File: src/design/owm_pkg.sv
// ----------------------------------------------------------------------------
// owm_pkg: shared types and constants for the 1-Wire master
// Item and result structs, operation classes, status codes, register
// indexes and register reset values.
// ----------------------------------------------------------------------------
package owm_pkg;

  // Default width of the tick counter
  localparam int TICK_COUNTER_BITS_DEF = 10;

  // Entries in the queue between front and back
  localparam int QUEUE_DEPTH = 2;

  // Command kinds as they arrive on the input channel
  localparam logic [2:0] KIND_TICK     = 3'd0;
  localparam logic [2:0] KIND_RESET    = 3'd1;
  localparam logic [2:0] KIND_WRITE    = 3'd2;
  localparam logic [2:0] KIND_RD_BYTE  = 3'd3;
  localparam logic [2:0] KIND_RD_SLOT  = 3'd4;

  // Status codes of a result
  localparam logic [1:0] ST_OK      = 2'd0;
  localparam logic [1:0] ST_TIMEOUT = 2'd1;
  localparam logic [1:0] ST_REJECT  = 2'd2;

  // Configuration register indexes
  localparam logic [2:0] REG_RESET_LOW    = 3'd0;
  localparam logic [2:0] REG_PRES_TIMEOUT = 3'd1;
  localparam logic [2:0] REG_RECOVERY     = 3'd2;
  localparam logic [2:0] REG_ONE_LOW      = 3'd3;
  localparam logic [2:0] REG_ZERO_LOW     = 3'd4;
  localparam logic [2:0] REG_SLOT         = 3'd5;
  localparam logic [2:0] REG_READ_LOW     = 3'd6;
  localparam logic [2:0] REG_SAMPLE_DELAY = 3'd7;

  // Register reset values
  localparam logic [9:0] RST_RESET_LOW    = 10'd480;
  localparam logic [9:0] RST_PRES_TIMEOUT = 10'd999;
  localparam logic [9:0] RST_RECOVERY     = 10'd405;
  localparam logic [5:0] RST_ONE_LOW      = 6'd13;
  localparam logic [6:0] RST_ZERO_LOW     = 7'd60;
  localparam logic [6:0] RST_SLOT         = 7'd61;
  localparam logic [3:0] RST_READ_LOW     = 4'd1;
  localparam logic [5:0] RST_SAMPLE_DELAY = 6'd5;

  // Reflected CRC-8 polynomial
  localparam logic [7:0] CRC_POLY = 8'h8C;

  localparam int CFG_DATA_BITS = 10;

  // Operation class assigned by the front end
  typedef enum logic [2:0] {
    OP_NOP,
    OP_TICK,
    OP_RESET,
    OP_WRITE,
    OP_RD_BYTE,
    OP_RD_BIT
  } owm_op_t;

  typedef struct packed {
    logic [2:0] kind;
    logic [7:0] data_byte;
    logic       line_level;
  } owm_in_t;

  typedef struct packed {
    logic       drive_low;
    logic       busy_res;
    logic       done_res;
    logic [1:0] status;
    logic [7:0] read_data;
    logic [7:0] crc_value;
  } owm_out_t;

  // Classified item held in the queue
  typedef struct packed {
    owm_op_t    op;
    logic [7:0] data_byte;
    logic       line_level;
  } owm_item_t;

  typedef struct packed {
    logic [9:0] reset_low_ticks;
    logic [9:0] presence_timeout;
    logic [9:0] recovery_ticks;
    logic [5:0] one_low_ticks;
    logic [6:0] zero_low_ticks;
    logic [6:0] slot_ticks;
    logic [3:0] read_low_ticks;
    logic [5:0] sample_delay_ticks;
  } owm_cfg_t;

endpackage

File: src/design/owm_front.sv
// ----------------------------------------------------------------------------
// owm_front: command intake
// Classifies each incoming item into an operation and holds it in a short
// queue until the sequencer takes it.
// ----------------------------------------------------------------------------
module owm_front
  import owm_pkg::*;
(
  input  logic      clk,
  input  logic      rst,
  input  logic      cmd_valid,
  output logic      cmd_ready,
  input  owm_in_t   cmd,
  output logic      q_valid,
  output owm_item_t q_item,
  input  logic      q_pop
);

  localparam int PW = (QUEUE_DEPTH > 1) ? $clog2(QUEUE_DEPTH) : 1;
  localparam int CNTW = $clog2(QUEUE_DEPTH + 1);

  owm_item_t       queue [QUEUE_DEPTH];
  logic [PW-1:0]   wr_ptr;
  logic [PW-1:0]   rd_ptr;
  logic [CNTW-1:0] count;
  owm_item_t       item;
  logic            push;
  logic            pop;

  // Map the raw kind code onto an operation class; unknown codes do nothing
  always_comb begin
    item.data_byte  = cmd.data_byte;
    item.line_level = cmd.line_level;
    case (cmd.kind)
      KIND_TICK:    item.op = OP_TICK;
      KIND_RESET:   item.op = OP_RESET;
      KIND_WRITE:   item.op = OP_WRITE;
      KIND_RD_BYTE: item.op = OP_RD_BYTE;
      KIND_RD_SLOT: item.op = OP_RD_BIT;
      default:      item.op = OP_NOP;
    endcase
  end

  assign cmd_ready = (count != CNTW'(QUEUE_DEPTH));
  assign push      = cmd_valid && cmd_ready;
  assign q_valid   = (count != '0);
  assign pop       = q_pop && q_valid;
  assign q_item    = queue[rd_ptr];

  always_ff @(posedge clk) begin
    if (push) begin
      queue[wr_ptr] <= item;
    end
  end

  always_ff @(posedge clk) begin
    if (rst) begin
      wr_ptr <= '0;
      rd_ptr <= '0;
      count  <= '0;
    end else begin
      if (push) begin
        wr_ptr <= (wr_ptr == PW'(QUEUE_DEPTH - 1)) ? '0 : wr_ptr + 1'b1;
      end
      if (pop) begin
        rd_ptr <= (rd_ptr == PW'(QUEUE_DEPTH - 1)) ? '0 : rd_ptr + 1'b1;
      end
      if (push && !pop) begin
        count <= count + 1'b1;
      end else if (pop && !push) begin
        count <= count - 1'b1;
      end
    end
  end

endmodule

File: src/design/owm_back.sv
// ----------------------------------------------------------------------------
// owm_back: bus sequencer
// Carries out one queued operation per cycle, unless res stalls, against the
// bus state machine, updates the CRC, holds the result in the output register.
// ----------------------------------------------------------------------------
module owm_back
  import owm_pkg::*;
#(
  parameter int TICK_COUNTER_BITS = TICK_COUNTER_BITS_DEF
) (
  input  logic      clk,
  input  logic      rst,
  input  owm_cfg_t  cfg,
  input  logic      q_valid,
  input  owm_item_t q_item,
  output logic      q_pop,
  output logic      res_valid,
  input  logic      res_ready,
  output owm_out_t  res
);

  localparam int TCB = TICK_COUNTER_BITS;
  localparam int CW  = (TCB > 11) ? TCB : 11;
  localparam logic [TCB-1:0] CNT_MAX   = '1;
  localparam logic [CW-1:0]  CNT_MAX_W = CW'(CNT_MAX);

  typedef enum logic [3:0] {
    PH_IDLE,
    PH_RST_LOW,
    PH_WAIT_HI1,
    PH_WAIT_LO,
    PH_WAIT_HI2,
    PH_RECOVER,
    PH_WRITE,
    PH_RD_BYTE,
    PH_RD_BIT
  } phase_t;

  phase_t         phase, phase_next;
  logic [TCB-1:0] tick_count, tick_count_next;
  logic [2:0]     bit_index, bit_index_next;
  logic [7:0]     shift_byte, shift_byte_next;
  logic [7:0]     crc_reg, crc_reg_next;

  logic [TCB-1:0] l_rst, l_pto, l_rec, l_one, l_zero, l_slot, l_rlow, l_sp, l_sum;
  logic [TCB-1:0] tick_inc;
  logic [TCB-1:0] low_time;
  logic           done;
  logic [1:0]     status;
  logic [7:0]     rdata;
  logic           want;
  logic           crc_fb;
  logic           drive;
  logic           take;

  // Clamp a configured count to the counter range
  function automatic logic [TCB-1:0] lim_f(input logic [CW-1:0] v);
    if (v > CNT_MAX_W) begin
      lim_f = CNT_MAX;
    end else begin
      lim_f = v[TCB-1:0];
    end
  endfunction

  always_comb begin
    l_rst  = lim_f(CW'(cfg.reset_low_ticks));
    l_pto  = lim_f(CW'(cfg.presence_timeout));
    l_rec  = lim_f(CW'(cfg.recovery_ticks));
    l_one  = lim_f(CW'(cfg.one_low_ticks));
    l_zero = lim_f(CW'(cfg.zero_low_ticks));
    l_slot = lim_f(CW'(cfg.slot_ticks));
    if (l_slot == '0) begin
      l_slot = TCB'(1);
    end
    l_rlow = lim_f(CW'(cfg.read_low_ticks));
    l_sum  = lim_f(CW'(cfg.read_low_ticks) + CW'(cfg.sample_delay_ticks));
    l_sp   = (l_sum > l_slot) ? l_slot : l_sum;
  end

  assign tick_inc = (tick_count == CNT_MAX) ? tick_count : tick_count + 1'b1;

  always_comb begin
    phase_next      = phase;
    tick_count_next = tick_count;
    bit_index_next  = bit_index;
    shift_byte_next = shift_byte;
    crc_reg_next    = crc_reg;
    done            = 1'b0;
    status          = ST_OK;
    rdata           = '0;
    want            = (phase != PH_WAIT_LO);
    crc_fb          = q_item.line_level ^ crc_reg[0];

    case (q_item.op)
      OP_TICK: begin
        case (phase)
          PH_RST_LOW: begin
            tick_count_next = tick_inc;
            if (tick_inc >= l_rst) begin
              phase_next      = PH_WAIT_HI1;
              tick_count_next = '0;
            end
          end
          PH_WAIT_HI1, PH_WAIT_LO, PH_WAIT_HI2: begin
            if (q_item.line_level == want) begin
              tick_count_next = '0;
              if (phase == PH_WAIT_HI2) begin
                if (l_rec == '0) begin
                  phase_next = PH_IDLE;
                  done       = 1'b1;
                end else begin
                  phase_next = PH_RECOVER;
                end
              end else if (phase == PH_WAIT_HI1) begin
                phase_next = PH_WAIT_LO;
              end else begin
                phase_next = PH_WAIT_HI2;
              end
            end else if (tick_count >= l_pto) begin
              phase_next      = PH_IDLE;
              tick_count_next = '0;
              done            = 1'b1;
              status          = ST_TIMEOUT;
            end else begin
              tick_count_next = tick_inc;
            end
          end
          PH_RECOVER: begin
            tick_count_next = tick_inc;
            if (tick_inc >= l_rec) begin
              phase_next      = PH_IDLE;
              tick_count_next = '0;
              done            = 1'b1;
            end
          end
          PH_WRITE: begin
            tick_count_next = tick_inc;
            if (tick_inc >= l_slot) begin
              tick_count_next = '0;
              if (bit_index == 3'd7) begin
                phase_next     = PH_IDLE;
                bit_index_next = '0;
                done           = 1'b1;
              end else begin
                bit_index_next = bit_index + 1'b1;
              end
            end
          end
          PH_RD_BYTE, PH_RD_BIT: begin
            tick_count_next = tick_inc;
            if (tick_inc == l_sp) begin
              shift_byte_next = shift_byte | ({7'd0, q_item.line_level} << bit_index);
              crc_reg_next    = (crc_reg >> 1) ^ (crc_fb ? CRC_POLY : 8'h00);
            end
            if (tick_inc >= l_slot) begin
              tick_count_next = '0;
              if (phase == PH_RD_BIT || bit_index == 3'd7) begin
                phase_next     = PH_IDLE;
                bit_index_next = '0;
                done           = 1'b1;
                rdata          = shift_byte_next;
              end else begin
                bit_index_next = bit_index + 1'b1;
              end
            end
          end
          default: begin
          end
        endcase
      end
      OP_RESET, OP_WRITE, OP_RD_BYTE, OP_RD_BIT: begin
        if (phase != PH_IDLE) begin
          status = ST_REJECT;
        end else begin
          tick_count_next = '0;
          bit_index_next  = '0;
          case (q_item.op)
            OP_RESET: begin
              crc_reg_next = '0;
              phase_next   = PH_RST_LOW;
            end
            OP_WRITE: begin
              shift_byte_next = q_item.data_byte;
              phase_next      = PH_WRITE;
            end
            OP_RD_BYTE: begin
              shift_byte_next = '0;
              phase_next      = PH_RD_BYTE;
            end
            default: begin
              shift_byte_next = '0;
              phase_next      = PH_RD_BIT;
            end
          endcase
        end
      end
      default: begin
      end
    endcase
  end

  // Bus drive as it stands after this item
  always_comb begin
    low_time = shift_byte_next[bit_index_next] ? l_one : l_zero;
    case (phase_next)
      PH_RST_LOW:            drive = 1'b1;
      PH_WRITE:              drive = (tick_count_next < low_time);
      PH_RD_BYTE, PH_RD_BIT: drive = (tick_count_next < l_rlow);
      default:               drive = 1'b0;
    endcase
  end

  assign take  = q_valid && (!res_valid || res_ready);
  assign q_pop = take;

  always_ff @(posedge clk) begin
    if (rst) begin
      phase      <= PH_IDLE;
      tick_count <= '0;
      bit_index  <= '0;
      shift_byte <= '0;
      crc_reg    <= '0;
      res_valid  <= 1'b0;
    end else begin
      if (take) begin
        phase         <= phase_next;
        tick_count    <= tick_count_next;
        bit_index     <= bit_index_next;
        shift_byte    <= shift_byte_next;
        crc_reg       <= crc_reg_next;
        res_valid     <= 1'b1;
        res.drive_low <= drive;
        res.busy_res  <= (phase_next != PH_IDLE);
        res.done_res  <= done;
        res.status    <= status;
        res.read_data <= rdata;
        res.crc_value <= crc_reg_next;
      end else if (res_ready) begin
        res_valid <= 1'b0;
      end
    end
  end

endmodule

File: src/design/one_wire_master_with_crc8.sv
// ----------------------------------------------------------------------------
// one_wire_master_with_crc8: item-driven 1-Wire bus master with CRC-8
// Top level: configuration registers, command intake and bus sequencer.
// ----------------------------------------------------------------------------
// Usage:
//   Feed items on cmd (valid/ready). A tick item stands for one microsecond
//   and carries the sampled bus level; command items start a reset/presence
//   sequence, a byte write, a byte read or a single read slot. Each item
//   gives exactly one result on res (valid/ready): bus drive, busy, done,
//   status, read data and the running CRC-8.
//   An item passes through the queue and its result is held in the result
//   register. Throughput: one item per cycle while res is not stalled, set
//   by the sequencer update (one counter increment and compare per item).
//   A two-entry queue parts intake from the sequencer and the result register
//   parts the sequencer from the receiver: while res is stalled, intake keeps
//   taking items until the queue fills, then drops cmd_ready.
//   Reset (rst, synchronous) empties the queue, drops res_valid, returns the
//   sequencer to idle with zeroed counters and CRC, and loads the register
//   reset values. Write registers through cfg_we/cfg_index/cfg_data only
//   while the block is idle; a write takes effect at once.
// ----------------------------------------------------------------------------
module one_wire_master_with_crc8
  import owm_pkg::*;
#(
  parameter int TICK_COUNTER_BITS = TICK_COUNTER_BITS_DEF
) (
  input  logic                     clk,
  input  logic                     rst,
  input  logic                     cmd_valid,
  output logic                     cmd_ready,
  input  owm_in_t                  cmd,
  output logic                     res_valid,
  input  logic                     res_ready,
  output owm_out_t                 res,
  input  logic                     cfg_we,
  input  logic [2:0]               cfg_index,
  input  logic [CFG_DATA_BITS-1:0] cfg_data
);

  owm_cfg_t  cfg;
  logic      q_valid;
  owm_item_t q_item;
  logic      q_pop;

  // Configuration registers: store the low bits of the write data
  always_ff @(posedge clk) begin
    if (rst) begin
      cfg.reset_low_ticks    <= RST_RESET_LOW;
      cfg.presence_timeout   <= RST_PRES_TIMEOUT;
      cfg.recovery_ticks     <= RST_RECOVERY;
      cfg.one_low_ticks      <= RST_ONE_LOW;
      cfg.zero_low_ticks     <= RST_ZERO_LOW;
      cfg.slot_ticks         <= RST_SLOT;
      cfg.read_low_ticks     <= RST_READ_LOW;
      cfg.sample_delay_ticks <= RST_SAMPLE_DELAY;
    end else if (cfg_we) begin
      case (cfg_index)
        REG_RESET_LOW:    cfg.reset_low_ticks    <= cfg_data[9:0];
        REG_PRES_TIMEOUT: cfg.presence_timeout   <= cfg_data[9:0];
        REG_RECOVERY:     cfg.recovery_ticks     <= cfg_data[9:0];
        REG_ONE_LOW:      cfg.one_low_ticks      <= cfg_data[5:0];
        REG_ZERO_LOW:     cfg.zero_low_ticks     <= cfg_data[6:0];
        REG_SLOT:         cfg.slot_ticks         <= cfg_data[6:0];
        REG_READ_LOW:     cfg.read_low_ticks     <= cfg_data[3:0];
        REG_SAMPLE_DELAY: cfg.sample_delay_ticks <= cfg_data[5:0];
        default: begin
        end
      endcase
    end
  end

  // Intake: classify and queue each transfer
  owm_front u_front (
    .clk       (clk),
    .rst       (rst),
    .cmd_valid (cmd_valid),
    .cmd_ready (cmd_ready),
    .cmd       (cmd),
    .q_valid   (q_valid),
    .q_item    (q_item),
    .q_pop     (q_pop)
  );

  // Sequencer: advance the bus state and register the result
  owm_back #(
    .TICK_COUNTER_BITS (TICK_COUNTER_BITS)
  ) u_back (
    .clk       (clk),
    .rst       (rst),
    .cfg       (cfg),
    .q_valid   (q_valid),
    .q_item    (q_item),
    .q_pop     (q_pop),
    .res_valid (res_valid),
    .res_ready (res_ready),
    .res       (res)
  );

`ifndef NO_ASSERTIONS
  // A finished operation leaves the block idle
  a_done_idle: assert property (@(posedge clk) disable iff (rst)
    res_valid && res.done_res |-> !res.busy_res)
    else $error("done result reports busy");

  // A rejected command only happens while busy and never finishes anything
  a_reject: assert property (@(posedge clk) disable iff (rst)
    res_valid && res.status == ST_REJECT |-> res.busy_res && !res.done_res)
    else $error("rejected command with bad busy/done");

  // A presence timeout ends the sequence with the bus released
  a_timeout: assert property (@(posedge clk) disable iff (rst)
    res_valid && res.status == ST_TIMEOUT |-> res.done_res && !res.drive_low)
    else $error("timeout without done or with bus driven");

  // Read data shows up only on the finishing result
  a_rdata: assert property (@(posedge clk) disable iff (rst)
    res_valid && res.read_data != 8'd0 |-> res.done_res)
    else $error("read data outside a done result");
`endif

endmodule
File: config.mk
export PLATFORM = sky130hd
export DESIGN_NAME = one_wire_master_with_crc8
export DESIGN_NICKNAME = d
export VERILOG_FILES = /design/src/design/owm_pkg.sv /design/src/design/owm_front.sv /design/src/design/owm_back.sv /design/src/design/one_wire_master_with_crc8.sv
export SDC_FILE = /design/constraint.sdc
export NUM_CORES = 1
export LEC_CHECK = 0
export BUFFER_PORTS_ARGS = -buffer_cell sky130_fd_sc_hd__buf_2
export CAP_MARGIN = 5
export CORE_AREA = 2 2 142 144
export DETAILED_ROUTE_END_ITERATION = 8
export DIE_AREA = 0 0 144 146
export PLACE_DENSITY = 0.6
export SLEW_MARGIN = 5
export SYNTH_ARGS = -nofsm -noshare
export SYNTH_HDL_FRONTEND = slang
export SYNTH_HIERARCHICAL = 1
export SYNTH_SLANG_ARGS = --single-unit
File: constraint.sdc
create_clock -name clk -period 6.38 [get_ports clk]
set_input_delay 0.319 -clock clk [delete_from_list [all_inputs] [get_ports clk]]
set_output_delay 0.319 -clock clk [all_outputs]
set_load 0.01 [all_outputs]
# Word-level counts from Yosys, hierarchy flattened
# Memory sizes are Yosys's and may differ from the RTL's. A register that Yosys moved wholly into a read port is not among the register bits.
# Cells that the tools add are included.
[word_totals]
word_cells = 188
output_inout_bits = 23
in_bits = 30
regBits = 119
mem_bits_ro = 0
ramBits = 24
n_memories = 1
latch_bits = 0
[mem_list]
columns = ["name", "words", "width", "rd", "rd_ports_with_merged_regs", "write_ports", "line", "source"]
rows = [
  ["u_front.queue", 2, 12, 1, 1, 1, "owm_front.sv:22", "owm_item_t queue [QUEUE_DEPTH];"],
]
[op_classes]
n_eq_ne = 34
n_reduce_logical = 34
n_shift = 1
magnitude_cmp = 9
div_mod_pow = 0
add_sub_neg = 7
muxes = 75
n_mul = 0
n_bitwise = 4
[ops]
columns = ["op", "n"]
rows = [
  ["10-bit two-way mux", 9],
  ["8-bit two-way mux", 8],
  ["8-bit case mux with 2 select lines", 3],
  ["4-bit two-way mux", 10],
  ["10-bit case mux with 4 select lines", 1],
  ["10-bit greater-or-equal comparator", 3],
  ["3-bit equality test (second input constant)", 8],
  ["4-bit by 3-bit equality test with 1-bit output (second input constant)", 6],
  ["3-bit two-way mux", 7],
  ["10-bit zero test", 2],
  ["10-bit case mux with 2 select lines", 1],
  ["4-bit case mux with 5 select lines", 1],
  ["1-bit two-way mux", 19],
  ["3-bit by 2-bit equality test with 1-bit output (second input constant)", 6],
  ["2-bit AND reduction", 9],
  ["3-bit case mux with 5 select lines", 1],
  ["7-bit two-way mux", 2],
  ["3-bit case mux with 2 select lines", 2],
  ["4-bit case mux with 3 select lines", 1],
  ["11-bit by 10-bit greater-than comparator with 1-bit output (second input constant)", 1],
  ["10-bit by 1-bit adder with 10-bit output (second input constant)", 1],
  ["10-bit equality test", 1],
  ["10-bit equality test (second input constant)", 1],
  ["10-bit by 7-bit greater-or-equal comparator with 1-bit output", 1],
  ["37 further kinds", 60],
]

# Longest topological paths before layout
# Gate-level depths: netlist (run 1).
[depth]
word_depth = 14
mapped_depth = 29
ltp_nobuf = 27

# By module
# The synthesis (run 1) kept the hierarchy.
[modules_own_cells]
columns = ["mod", "area_each_um2", "n_inst", "cells_per_inst"]
rows = [
  ["owm_back", 5524.0, 1, 714],
  ["one_wire_master_with_crc8", 2377.3, 1, 226],
  ["owm_front", 1124.8, 1, 68],
]

# Worst setup path after synthesis (run 1)
# Ideal clock, no wire load.
[synth_path]
path_type = "reg-to-reg"
startpoint = "register u_back.tick_count[1]"
endpoint = "register u_back/res[20] (netlist name)"
stages_incl_launch_ff = 30
synth_period_minus_slack_ns = 5.474
required_ns = 6.228
n_path_buf = 2
setup_time_ns = 0.152
t_arrival_ns = 5.322
slack_ns = 0.906
cell_sequence = "dfxtp_1 > ha_1 > and4_1 > buf_6 > nand3_2 > nand4_1 > xor2_1 > inv_1 > ha_1 > o21a_1 > nor2_1 > o31a_1 > and2_1 > buf_2 > a221oi_2 > nand2_1 > a221oi_1 > nor3_1 > o2111a_1 > nor2_4 > mux2i_1 > ha_1 > a21o_1 > a21oi_1 > nor2b_1 > o21ai_0 > o2111ai_1 > nor4b_1 > a211oi_1 > a31oi_1"
[synth_between]
elab_chain_len = 11
word_cells_on_any_way = 42
[synth_lines]
columns = ["element", "line", "source"]
rows = [
  ["start: declaration", "owm_back.sv:40", "logic [TCB-1:0] tick_count, tick_count_next;"],
  ["start signal: assignment", "owm_back.sv:227", "tick_count <= tick_count_next;"],
  ["10-bit by 1-bit adder with 10-bit output / 10-bit equality test (equally long branches)", "owm_back.sv:80", "assign tick_inc = (tick_count == CNT_MAX) ? tick_count : tick_count + 1'b1;"],
  ["10-bit two-way mux", "owm_back.sv:80", ""],
  ["10-bit by 7-bit greater-or-equal comparator with 1-bit output / 10-bit equality test (equally long branches)", "owm_back.sv:138, owm_back.sv:151", ""],
  ["3-bit two-way mux (tied with other cells)", "owm_back.sv:155", "if (tick_inc >= l_slot) begin"],
  ["3-bit case mux with 2 select lines / 8-bit two-way mux (equally long branches)", "owm_back.sv:96", "case (phase)"],
  ["3-bit case mux with 2 select lines / 8-bit case mux with 2 select lines (equally long branches)", "owm_back.sv:94", "case (q_item.op)"],
  ["1-bit binary-select mux with 3-bit select", "owm_back.sv:204", "low_time = shift_byte_next[bit_index_next] ? l_one : l_zero;"],
  ["1-bit two-way mux (implied by the code)", "owm_back.sv:204", ""],
  ["7-bit two-way mux", "owm_back.sv:204", ""],
  ["10-bit less-than comparator", "owm_back.sv:207", "PH_WRITE: drive = (tick_count_next < low_time);"],
  ["1-bit case mux with 3 select lines (*)", "owm_back.sv:205", "case (phase_next)"],
  ["via u_back.drive", "owm_back.sv:53", "logic drive;"],
]
# Mark *: on every way through the listed nets, which the timed path passes. The rest lies on a longest branch. The select of a mux whose other input is x is not followed.
# A chain may end at the register's enable or synchronous reset.

# Worst setup path in the final report (run 1)
[layout_path]
startpoint = "register u_back.tick_count[1]"
endpoint = "register u_back/res[20] (netlist name)"
[layout_between]
elab_chain_len = 11
word_cells_on_any_way = 42
[layout_lines]
columns = ["element", "line"]
rows = [
  ["10-bit by 1-bit adder with 10-bit output / 10-bit equality test (equally long branches)", "owm_back.sv:80"],
  ["10-bit two-way mux", "owm_back.sv:80"],
  ["10-bit by 7-bit greater-or-equal comparator with 1-bit output / 10-bit equality test (equally long branches)", "owm_back.sv:138, owm_back.sv:151"],
  ["3-bit two-way mux (tied with other cells)", "owm_back.sv:155"],
  ["3-bit case mux with 2 select lines / 8-bit two-way mux (equally long branches)", "owm_back.sv:96"],
  ["3-bit case mux with 2 select lines / 8-bit case mux with 2 select lines (equally long branches)", "owm_back.sv:94"],
  ["1-bit binary-select mux with 3-bit select", "owm_back.sv:204"],
  ["1-bit two-way mux (implied by the code)", "owm_back.sv:204"],
  ["7-bit two-way mux", "owm_back.sv:204"],
  ["10-bit less-than comparator", "owm_back.sv:207"],
  ["1-bit case mux with 3 select lines (*)", "owm_back.sv:205"],
  ["via u_back.drive", "owm_back.sv:53"],
]
# Marked as above.

==> results of run 1 <==
## layout make-up
class	count	share of cell area, %
Inverter	53	1.95
Sequential cell	144	32.7
Tap cell	265	3.25
Multi-Input combinational cell	758	51.9
Clock inverter	8	0.883
Clock buffer	24	5.10
Timing Repair Buffer	73	4.25
## synth_stat cells (all sizes together) (5+ instances only)
cell type and n:
and3 11, and2 11, nand2b 47, ha 62, a21o 8, or3 8
a22o 13, nor4 7, nor3 21, a21oi 62, nor2b 9, xor2 9
nand2 73, a211oi 16, or2 5, o21a 5, nand3 21, inv 52
nor2 124, nand4 10, clkbuf 35, xnor2 13, a221oi 5, a22oi 5
edfxtp 45, dfxtp 99, mux2i 72, a31oi 14, mux2 14, buf 18
o21ai 36
## what timing repair did
item | 4_1_cts | 5_1_grt
endpoints found under the setup margin | 0 | 1
setup buffers | 0 | 4
gates resized for setup | 0 | 9
## power breakdown
| part | total [mW] | internal (mW) | switching [mW] |
|---|---|---|---|
| Combinational | 1.68 | 0.659 | 1.02 |
| Sequential | 1.23 | 1.09 | 0.145 |
| Clock | 1.02 | 0.619 | 0.405 |
## worst max-delay path by stage
| stage | start | endpoint | cells past startpoint | slack, ns |
|---|---|---|---|---|
| floorplan | u_back/tick_count[1] | u_back/res[20] | 29 | 0.91 |
| CTS | cfg[0] | u_back/res[20] | 25 | 0.25 |
| finish | u_back/tick_count[1] | u_back/res[20] | 28 | 0.50 |
| global route | cfg[6] | u_back/res[20] | 27 | 0.01 |
| detailed placement | cfg[0] | u_back/res[20] | 25 | 0.28 |
| global placement | u_back/tick_count[1] | u_back/res[20] | 27 | 0.38 |
## cells by family (layout without fill, tap and decap cells)
| kind of cell | Yosys count | count (layout) | share of synthesized area (%) |
|---|---|---|---|
| AO/OA/AOI/OAI | 212 | 212 | 16.1 |
| XOR/XNOR | 22 | 22 | 2.13 |
| multiplexers | 86 | 86 | 9.73 |
| flip-flops | 144 | 144 | 36.9 |
| adder cells (fa/ha/maj) | 63 | 63 | 8.82 |
| buffers and inverters | 106 | 158 | 5.05 |
| AND/OR/NAND/NOR | 375 | 375 | 21.3 |
## through the flow
stage	hold slack [ns]	util (%)	instance area, µm²
after global placement	0.462	49.1	9500
after detailed placement	0.467	49.1	9500
after CTS	0.0697	52.3	10100
after floorplan	0.388	-	9030
final	0.0841	52.7	10200
after global routing	0.0661	52.7	10200
## layout by cell type, fill, tap and decap left out, types with 10 or more instances in the layout
master / count
sky130_fd_sc_hd__nand2_1: 72
sky130_fd_sc_hd__a31oi_1: 14
sky130_fd_sc_hd__nand4_1: 10
sky130_fd_sc_hd__o21ai_0: 33
sky130_fd_sc_hd__and3_1: 10
sky130_fd_sc_hd__buf_2: 51
sky130_fd_sc_hd__nor3_1: 21
sky130_fd_sc_hd__dfxtp_1: 98
sky130_fd_sc_hd__buf_4: 21
sky130_fd_sc_hd__a22o_1: 13
sky130_fd_sc_hd__a21oi_1: 61
sky130_fd_sc_hd__inv_1: 52
sky130_fd_sc_hd__nand2b_1: 46
sky130_fd_sc_hd__edfxtp_1: 45
sky130_fd_sc_hd__clkbuf_16: 20
sky130_fd_sc_hd__mux2_2: 14
sky130_fd_sc_hd__mux2i_1: 72
sky130_fd_sc_hd__nor2_1: 121
sky130_fd_sc_hd__ha_1: 61
sky130_fd_sc_hd__xnor2_1: 13
sky130_fd_sc_hd__nand3_1: 20
sky130_fd_sc_hd__a211oi_1: 15
## per-layer routing
layer,share of wire (%),GRT usage (%),wire (µm),vias to the layer above
met5,0,0,0,-
met4,1.8,7.16,444,0
met2,48,38.4,11700,208
li1,-,-,-,3727
met3,4.2,4.97,1020,33
met1,46,30.6,11000,3559
==> impl_metrics.yaml, run 1 <==
run_status:
  run_status: "finished, final reports clean"
layout:
  largest_register_ff_count: 60
  layout-drive-gt1-share_pct: 14.3
  multi_input_combinational_cell_area_um2: 5290
  area.sequential_um2: 3330
  top_regs: "cfg x60, u_front/queue x24, u_back/res x21"
  antenna_cells: 0
  layout.filler_cells: 1839
  synthToLayoutAreaGrowth_pct: 13.0
  final_cells: 1325
  design.final.nets: 1140
  largest_register: "cfg"
sta:
  fin_skew_ns: 0.0138
  final_setup_violation_count: 0
  rsz0062_at_grt: "no"
  timing.setup.tns_ns: 0
  fraction_of_the_cycle_the_final_worst_path_needs_pct: 92.2
  highest_clock_frequency_the_design_can_meet_mhz: 170
  slew_headroom_pct: 41.5
  setup_ws_ns: 0.499
  timing_worst_slew_pin_value_ns: 0.869
  report.final.slew_viol_count: 0
  finalHoldViolations: 0
  period_needed_ns: 5.88
critical_path:
  worstPathRequired_ns: 6.65
  critPathMostFrequentCell: "sky130_fd_sc_hd__ha_1"
  timing.critical_path.max_delay_family: "compound AO/OA/AOI/OAI gates"
  startpoint_type: "flop"
  worst_setup_path_end_kind: "flop"
  critical_path_class: "reg2reg"
  worstPathMaxFanout: 8
  crit-reg2reg-capture: "u_back/res[20]"
  worst_r2r_startpoint: "u_back/tick_count[1]"
  critical-path-slowest-cell: "sky130_fd_sc_hd__a221oi_4"
  ff2ff_setup_slack_ns: 0.50
  r2r.worst_path.cells: 28
  critical-path-max-stage-delay_ns: 0.39
  cp_data_arrival_time_ns: 6.15
  cp.buffers_inverters: 2
logic_synthesis:
  yosysTopAreaCell: "sky130_fd_sc_hd__dfxtp_1"
  synth.avg_cell_area_um2: 8.95
  yosys_register_bits: 144
  synth.net_count: 1101
  number_of_synthesized_flops_with_an_enable_pin: 45
  synth_async_reset_ratio_pct: 0
  synthDistinctLibCells: 93
  synth-main-ff-cell: "sky130_fd_sc_hd__dfxtp_1"
  synth_cells: 1008
  synth.area.top_cells: "sky130_fd_sc_hd__dfxtp_1 (22%), sky130_fd_sc_hd__edfxtp_1 (15%), sky130_fd_sc_hd__ha_1 (8.6%), sky130_fd_sc_hd__mux2i_1 (8.0%), sky130_fd_sc_hd__nor2_1 (5.1%)"
  ys.warnings.count: 6
  mappedNetlistArea_um2: 9030
  synth_top_area_share_pct: 22.0
  synth_seq_area_share_pct: 36.9
global_routing:
  grt_pass1_wl_um: 38200
  grt_usage_pct: 23.3
  grt_remaining_overflow: 0
  number_of_antenna_violations_at_the_first_check_in_global_routing: 0
  grt_pass1_vias: 7174
  pin_count_of_the_biggest_net_entering_global_routing: 64
clock_tree:
  clk_root_buffer_cell: "sky130_fd_sc_hd__clkbuf_16"
  cts_tree: "yes"
  clockBufferDepth: 2
  cts_max_level: 4
  clock_buffer_count_from_cts: 17
  insertion_delay_ns: 0.43
  post_cts_hold_buffer_count: 0
  clk_pin_slew_worst_paths_ns: 0.06
  cts.sinks: 144
drt:
  viasPerCell: 5.68
  number_of_drc_markers_after_the_initial_detailed_route_iteration: 633
  routed-via-count: 7527
  final_antenna_net_count: 0
  drcViolationCount: 0
  drt-total-wl_um: 24200
  drt_pre_antenna_iters: 5
  avgRoutedWirePerCell_um: 18.2
floorplan:
  pin_count: 53
  die_x_um: 144
  core-area_um2: 19300
  die_area_um2: 21000
  floorplan.die.height_um: 146
  row_cnt: 51
  initial_utilization_pct: 46.7
placed_design:
  detailedPlace.worstSlack_ns: 0.284
  dpl.hpwl_um: 17700
  dp.cells: 1289
  routability_congestion: 0.912
  port_buffers: 52
pwr:
  vdd.ir_drop.worst_uv: 210
  total_power_mw: 3.94
  power_density_nw_per_um2: 386
  total_leakage_power_nw: 4.40
flow_run:
  max-cap-violations: 0
hold_path:
  holdCritStartpoint: "cmd[6]"
  holdCritPathClass: "in2reg"
  worst_hold_path.num_cells: 1
  holdPathEnd: "u_front/queue[1][6]"
Power figures use the tool's default switching activity.
==> run 2, diff against run 1 <==
--- a/config.mk
+++ b/config.mk
@@ -7,10 +7,10 @@
 export LEC_CHECK = 0
 export BUFFER_PORTS_ARGS = -buffer_cell sky130_fd_sc_hd__buf_2
 export CAP_MARGIN = 5
-export CORE_AREA = 2 2 142 144
+export CORE_AREA = 2 2 164 166
 export DETAILED_ROUTE_END_ITERATION = 8
-export DIE_AREA = 0 0 144 146
-export PLACE_DENSITY = 0.6
+export DIE_AREA = 0 0 166 168
+export PLACE_DENSITY = 0.47
 export SLEW_MARGIN = 5
 export SYNTH_ARGS = -nofsm -noshare
 export SYNTH_HDL_FRONTEND = slang
==> run 2 against run 1 <==
Net effect: clock skew decreased by 0.0022 ns; cell area grew 0.70%; hold slack lost 0.0067 ns; sequential share of layout area is 0.24 points lower; critical path depth shrank 2; sequential power about the same; global-route usage down 4.6 points; combinational power is essentially flat; maximum frequency is 2.9% lower; critical path type unchanged.
==> impl_metrics.yaml, run 2 (same netlist as run 1, synthesis figures left out) <==
sta:
  period_needed_ns: 6.06
  timing.setup.tns_ns: 0
  final_setup_violation_count: 0
  finalHoldViolations: 0
  highest_clock_frequency_the_design_can_meet_mhz: 165
  slew_headroom_pct: 36.1
  timing_worst_slew_pin_value_ns: 0.950
  report.final.slew_viol_count: 0
  fraction_of_the_cycle_the_final_worst_path_needs_pct: 94.9
  fin_skew_ns: 0.0116
critical_path:
  critPathMostFrequentCell: "sky130_fd_sc_hd__ha_1"
  critical-path-slowest-cell: "sky130_fd_sc_hd__fa_1"
  worstPathRequired_ns: 6.66
  worstPathMaxFanout: 7
  worst_r2r_startpoint: "cfg[0]"
  ff2ff_setup_slack_ns: 0.32
  r2r.worst_path.cells: 26
  cp_data_arrival_time_ns: 6.33
  critical-path-max-stage-delay_ns: 0.41
  startpoint_type: "flop"
  worst_setup_path_end_kind: "flop"
  crit-reg2reg-capture: "u_back/res[20]"
  critical_path_class: "reg2reg"
floorplan:
  row_cnt: 60
  pin_count: 53
  core-area_um2: 26400
  die_x_um: 166
  die_area_um2: 27900
  initial_utilization_pct: 34.3
  floorplan.die.height_um: 168
hold_path:
  holdCritPathClass: "in2reg"
  holdCritStartpoint: "cmd[0]"
  holdPathEnd: "u_front/queue[1][0]"
  worst_hold_path.num_cells: 1
layout:
  layout.filler_cells: 2662
  final_common_cell: "sky130_fd_sc_hd__nor2_1"
  top_regs: "cfg x60, u_front/queue x24, u_back/res x21"
  largest_register_ff_count: 60
  design.final.nets: 1142
  area.sequential_um2: 3330
  antenna_cells: 0
  synthToLayoutAreaGrowth_pct: 13.8
  final_cells: 1403
  multi_input_combinational_cell_area_um2: 5330
  layout-drive-gt1-share_pct: 14.8
  largest_register: "cfg"
  top_library_cells_by_usage_in_the_layout_fill_and_taps_aside: "sky130_fd_sc_hd__nor2_1 (121), sky130_fd_sc_hd__dfxtp_1 (99), sky130_fd_sc_hd__mux2i_1 (72), sky130_fd_sc_hd__nand2_1 (72), sky130_fd_sc_hd__ha_1 (61)"
drt:
  met3_length_um: 827
  final_antenna_net_count: 0
  drt_pre_antenna_iters: 5
  avgRoutedWirePerCell_um: 18.6
  number_of_drc_markers_after_the_initial_detailed_route_iteration: 458
  met1_length_um: 12400
  routed-via-count: 7494
  wl_met2_um: 12400
  drt-total-wl_um: 26200
  viasPerCell: 5.34
  highest-signal-layer: "met4"
  drcViolationCount: 0
global_routing:
  grt_remaining_overflow: 0
  pin_count_of_the_biggest_net_entering_global_routing: 75
  grt_pass1_vias: 7229
  grt_usage_pct: 18.7
  number_of_antenna_violations_at_the_first_check_in_global_routing: 0
  grt_pass1_wl_um: 41000
pwr:
  power_density_nw_per_um2: 378
  power_switching_share_pct: 41.4
  total_leakage_power_nw: 4.37
  clockPowerShare_pct: 24.5
  p_int_mw: 2.28
  power_switching_mw: 1.61
  vdd.ir_drop.worst_uv: 149
  power.combinational.fraction_pct: 43.9
  seq_power_share_pct: 31.6
clock_tree:
  cts_max_level: 4
  clk_pin_slew_worst_paths_ns: 0.06
  insertion_delay_ns: 0.43
  clk_root_buffer_cell: "sky130_fd_sc_hd__clkbuf_16"
  cts.sinks: 144
  clockBufferDepth: 2
  clock_buffer_count_from_cts: 17
  cts_tree: "yes"
flow_run:
  max-cap-violations: 0
placed_design:
  port_buffers: 52
  routability_congestion: 0.859
  dp.cells: 1369
  dpl.hpwl_um: 19800
run_status:
  run_status: "finished, final reports clean"
run 2: cell count changes in the layout (fill, tap and decap cells not counted), sizes merged:
| cell | change |
|---|---|
| buf | +2 |
| clkinvlp | +4 |
| clkinv | +1 |
| clkbuf | -5 |
run 2: metal layers:
metal	GRT usage [%]	up-vias
met5	0	-
met4	6.39	0
met3	2.82	42
met2	31.3	145
met1	24.8	3583
li1	-	3724
run 2: cell type report:
cell class,instances,share of cell area (%)
multi-input combinational,758,51.9
sequential,144,32.5
timing repair buffer,75,4.24
clock buffer,19,4.22
tap,341,4.15
inverter,53,1.94
clock inverter,13,1.10
run 2: worst max-delay path by stage:
| stage | cells after the start | start | to | slack (ns) |
|---|---|---|---|---|
| floorplan | 29 | u_back/tick_count[1] | u_back/res[20] | 0.91 |
| global placement | 26 | cfg[0] | u_back/res[20] | 0.28 |
| detailed placement | 26 | cfg[0] | u_back/res[20] | 0.11 |
| CTS | 26 | cfg[0] | u_back/res[20] | 0.09 |
| global route | 26 | cfg[7] | u_back/res[20] | -0.05 |
| finish | 26 | cfg[0] | u_back/res[20] | 0.32 |
run 2: timing repair:
action,4_1_cts,5_1_grt
setup buffers,0,2
hold buffers,0,0
setup endpoints to repair,0,1
resized for setup,0,14
run 2: critical path, delay by kind of cell (launching register included):
kind	cells	cell delay, ns
compound gates	12	2.41
simple gates	8	1.57
fa+ha+maj	4	1.22
mux	2	0.38
flops	1	0.31
run 2: per-stage QoR:
stage	hold WS, ns	instance area, µm²	power (mW)	utilization, %	setup WS [ns]
6_report	0.0774	10300	3.88	39.0	0.325
5_1_grt	0.0626	10300	4.14	39.0	-0.0514
4_1_cts	0.0603	10200	3.85	38.6	0.0947
3_5_place_dp	0.464	9630	2.88	36.5	0.114
3_3_place_gp	0.463	9630	2.89	36.5	0.280
2_1_floorplan	0.388	9030	2.37	-	0.906
run 2: power by group through the flow:
stage,combinational (mW),clock (mW),sequential (mW)
detailed placement,1.64,0,1.24
floorplan,1.18,0,1.19
CTS,1.65,0.976,1.22
global route,1.88,1.01,1.25
finish,1.71,0.953,1.23
global placement,1.64,0,1.24
==> run 3, diff against run 2 <==
--- a/config.mk
+++ b/config.mk
@@ -7,10 +7,11 @@
 export LEC_CHECK = 0
 export BUFFER_PORTS_ARGS = -buffer_cell sky130_fd_sc_hd__buf_2
 export CAP_MARGIN = 5
-export CORE_AREA = 2 2 164 166
+export CORE_AREA = 2 2 145 147
 export DETAILED_ROUTE_END_ITERATION = 8
-export DIE_AREA = 0 0 166 168
-export PLACE_DENSITY = 0.47
+export DIE_AREA = 0 0 147 149
+export PLACE_DENSITY = 0.58
+export REMOVE_ABC_BUFFERS = 1
 export SLEW_MARGIN = 5
 export SYNTH_ARGS = -nofsm -noshare
 export SYNTH_HDL_FRONTEND = slang
==> run 3 against run 2 <==
Net effect: maximum frequency is 1.1% higher; largest cell class unchanged; via count fell by 0.63%; sequential power hardly changed.
==> impl_metrics.yaml, run 3 (same netlist as run 1, synthesis figures left out) <==
run_status:
  run_status: "finished, final reports clean"
clock_tree:
  insertion_delay_ns: 0.42
  cts.sinks: 144
  clk_root_buffer_cell: "sky130_fd_sc_hd__clkbuf_16"
  cts_tree: "yes"
  clk_pin_slew_worst_paths_ns: 0.06
  clockBufferDepth: 2
  clock_buffer_count_from_cts: 17
  cts_max_level: 4
sta:
  highest_clock_frequency_the_design_can_meet_mhz: 167
  timing.setup.tns_ns: 0
  report.final.slew_viol_count: 0
  setup_ws_ns: 0.390
  slew_headroom_pct: 41.9
  fin_skew_ns: 0.00891
  fraction_of_the_cycle_the_final_worst_path_needs_pct: 93.9
  period_needed_ns: 5.99
  rsz0062_at_grt: "no"
  final_setup_violation_count: 0
  finalHoldViolations: 0
  timing_worst_slew_pin_value_ns: 0.859
drt:
  drt-total-wl_um: 24200
  routed-via-count: 7447
  number_of_drc_markers_after_the_initial_detailed_route_iteration: 534
  final_antenna_net_count: 0
  viasPerCell: 5.56
  drt_pre_antenna_iters: 5
  avgRoutedWirePerCell_um: 18.0
  drcViolationCount: 0
placed_design:
  routability_congestion: 0.889
  dpl.hpwl_um: 18200
  port_buffers: 52
  detailedPlace.worstSlack_ns: 0.200
pwr:
  power_switching_mw: 1.55
  power_density_nw_per_um2: 384
  seq_power_share_pct: 31.6
  power.combinational.fraction_pct: 42.3
  vdd.ir_drop.worst_uv: 212
  total_leakage_power_nw: 4.43
  power_switching_share_pct: 39.5
  p_int_mw: 2.38
  clockPowerShare_pct: 26.1
floorplan:
  pin_count: 53
  die_x_um: 147
  row_cnt: 53
  initial_utilization_pct: 43.9
  core-area_um2: 20600
  die_area_um2: 21900
  floorplan.die.height_um: 149
global_routing:
  grt_pass1_wl_um: 38800
  grt_usage_pct: 22.6
  pin_count_of_the_biggest_net_entering_global_routing: 83
  grt_pass1_vias: 7196
  number_of_antenna_violations_at_the_first_check_in_global_routing: 0
  grt_remaining_overflow: 0
critical_path:
  critical_path_class: "reg2reg"
  worst_setup_path_end_kind: "flop"
  cp_data_arrival_time_ns: 6.26
  worstPathRequired_ns: 6.66
  critical-path-max-stage-delay_ns: 0.46
  worstPathMaxFanout: 8
  critical-path-slowest-cell: "sky130_fd_sc_hd__dfxtp_1"
  startpoint_type: "flop"
layout:
  antenna_cells: 0
  design.final.nets: 1145
  layout-drive-gt1-share_pct: 14.6
  synthToLayoutAreaGrowth_pct: 13.4
  top_library_cells_by_usage_in_the_layout_fill_and_taps_aside: "sky130_fd_sc_hd__nor2_1 (122), sky130_fd_sc_hd__dfxtp_1 (99), sky130_fd_sc_hd__mux2i_1 (72), sky130_fd_sc_hd__nand2_1 (72)"
  final_core_util_pct: 49.8
  final_common_cell: "sky130_fd_sc_hd__nor2_1"
  largest_register: "cfg"
  largest_register_ff_count: 60
  top_regs: "cfg x60, u_front/queue x24, u_back/res x21"
flow_run:
  max-cap-violations: 0
hold_path:
  holdCritPathClass: "in2reg"
## run 3: changes by cell type in the layout (fill, tap and decap cells not counted), sizes merged
cell	before	now
bufinv	1	2
clkbuf	19	24
clkinvlp	5	1
inv	55	54
buf	75	78
clkinv	5	4
## run 3: path summary, 6_finish.rpt
kind	startpoint	end	slack (ns)	cells past startpoint
hold reg to reg	u_back/crc_reg[5]	u_back/crc_reg[5]	0.47	2
hold / removal	cmd[3]	u_front/queue[0][3]	0.09	1
setup reg to reg	u_back/tick_count[1]	u_back/res[20]	0.39	27
setup / recovery	u_back/tick_count[1]	u_back/res[20]	0.39	27
## run 3: through the flow
stage | area (µm²) | hold slack [ns] | std cells | power [mW]
2_1_floorplan | 8770 | 0.388 | 955 | 2.32
3_5_place_dp | 9530 | 0.466 | 1301 | 2.83
5_1_grt | 10200 | 0.0754 | 1340 | 4.18
6_report | 10200 | 0.0887 | 1340 | 3.93
3_3_place_gp | 9530 | 0.463 | 1301 | 2.83
4_1_cts | 10100 | 0.0752 | 1333 | 3.87
## run 3: timing repair
action / 4_1_cts / 5_1_grt
setup buffers: 0 / 7
setup endpoints to repair: 0 / 1
gates resized for setup: 0 / 10
hold buffers: 0 / 0
## run 3: power groups by stage
stage                     Combinational, mW  Clock, mW  Sequential, mW
after global placement                 1.58          0            1.26
after floorplan                        1.09          0            1.23
final                                  1.66       1.02            1.24
after global routing                   1.84       1.08            1.27
after CTS                              1.58       1.04            1.24
after detailed placement               1.57          0            1.26
## run 3: layout make-up
cell class,instances,area (µm²)
sequential,144,3330
multi-input combinational,758,5300
tap,275,344
timing repair buffer,78,458
fill,1978,10300
inverter,53,199
clock buffer,24,504
clock inverter,8,98.8
## run 3: worst max-delay path, delay by kind of cell (launching register included)
| family | cells | cell delay (ns) |
|---|---|---|
| buffers and inverters | 1 | 0.13 |
| AOI/OAI and AO/OA | 11 | 2.15 |
| xor gates and xnor gates | 1 | 0.19 |
| muxes | 1 | 0.19 |
| and+or+nand+nor | 10 | 1.86 |
| adders and majority gates | 3 | 0.86 |
| DFF | 1 | 0.46 |
## run 3: per-layer routing
layer / track usage [%] / wire [µm] / up-vias / part of all wire [%]
li1: - / - / 3724 / -
met1: 29.5 / 11100 / 3497 / 46
met2: 37.4 / 11400 / 181 / 47
met3: 3.33 / 821 / 45 / 3.4
met4: 9.95 / 774 / 0 / 3.2
met5: 0 / 0 / - / 0
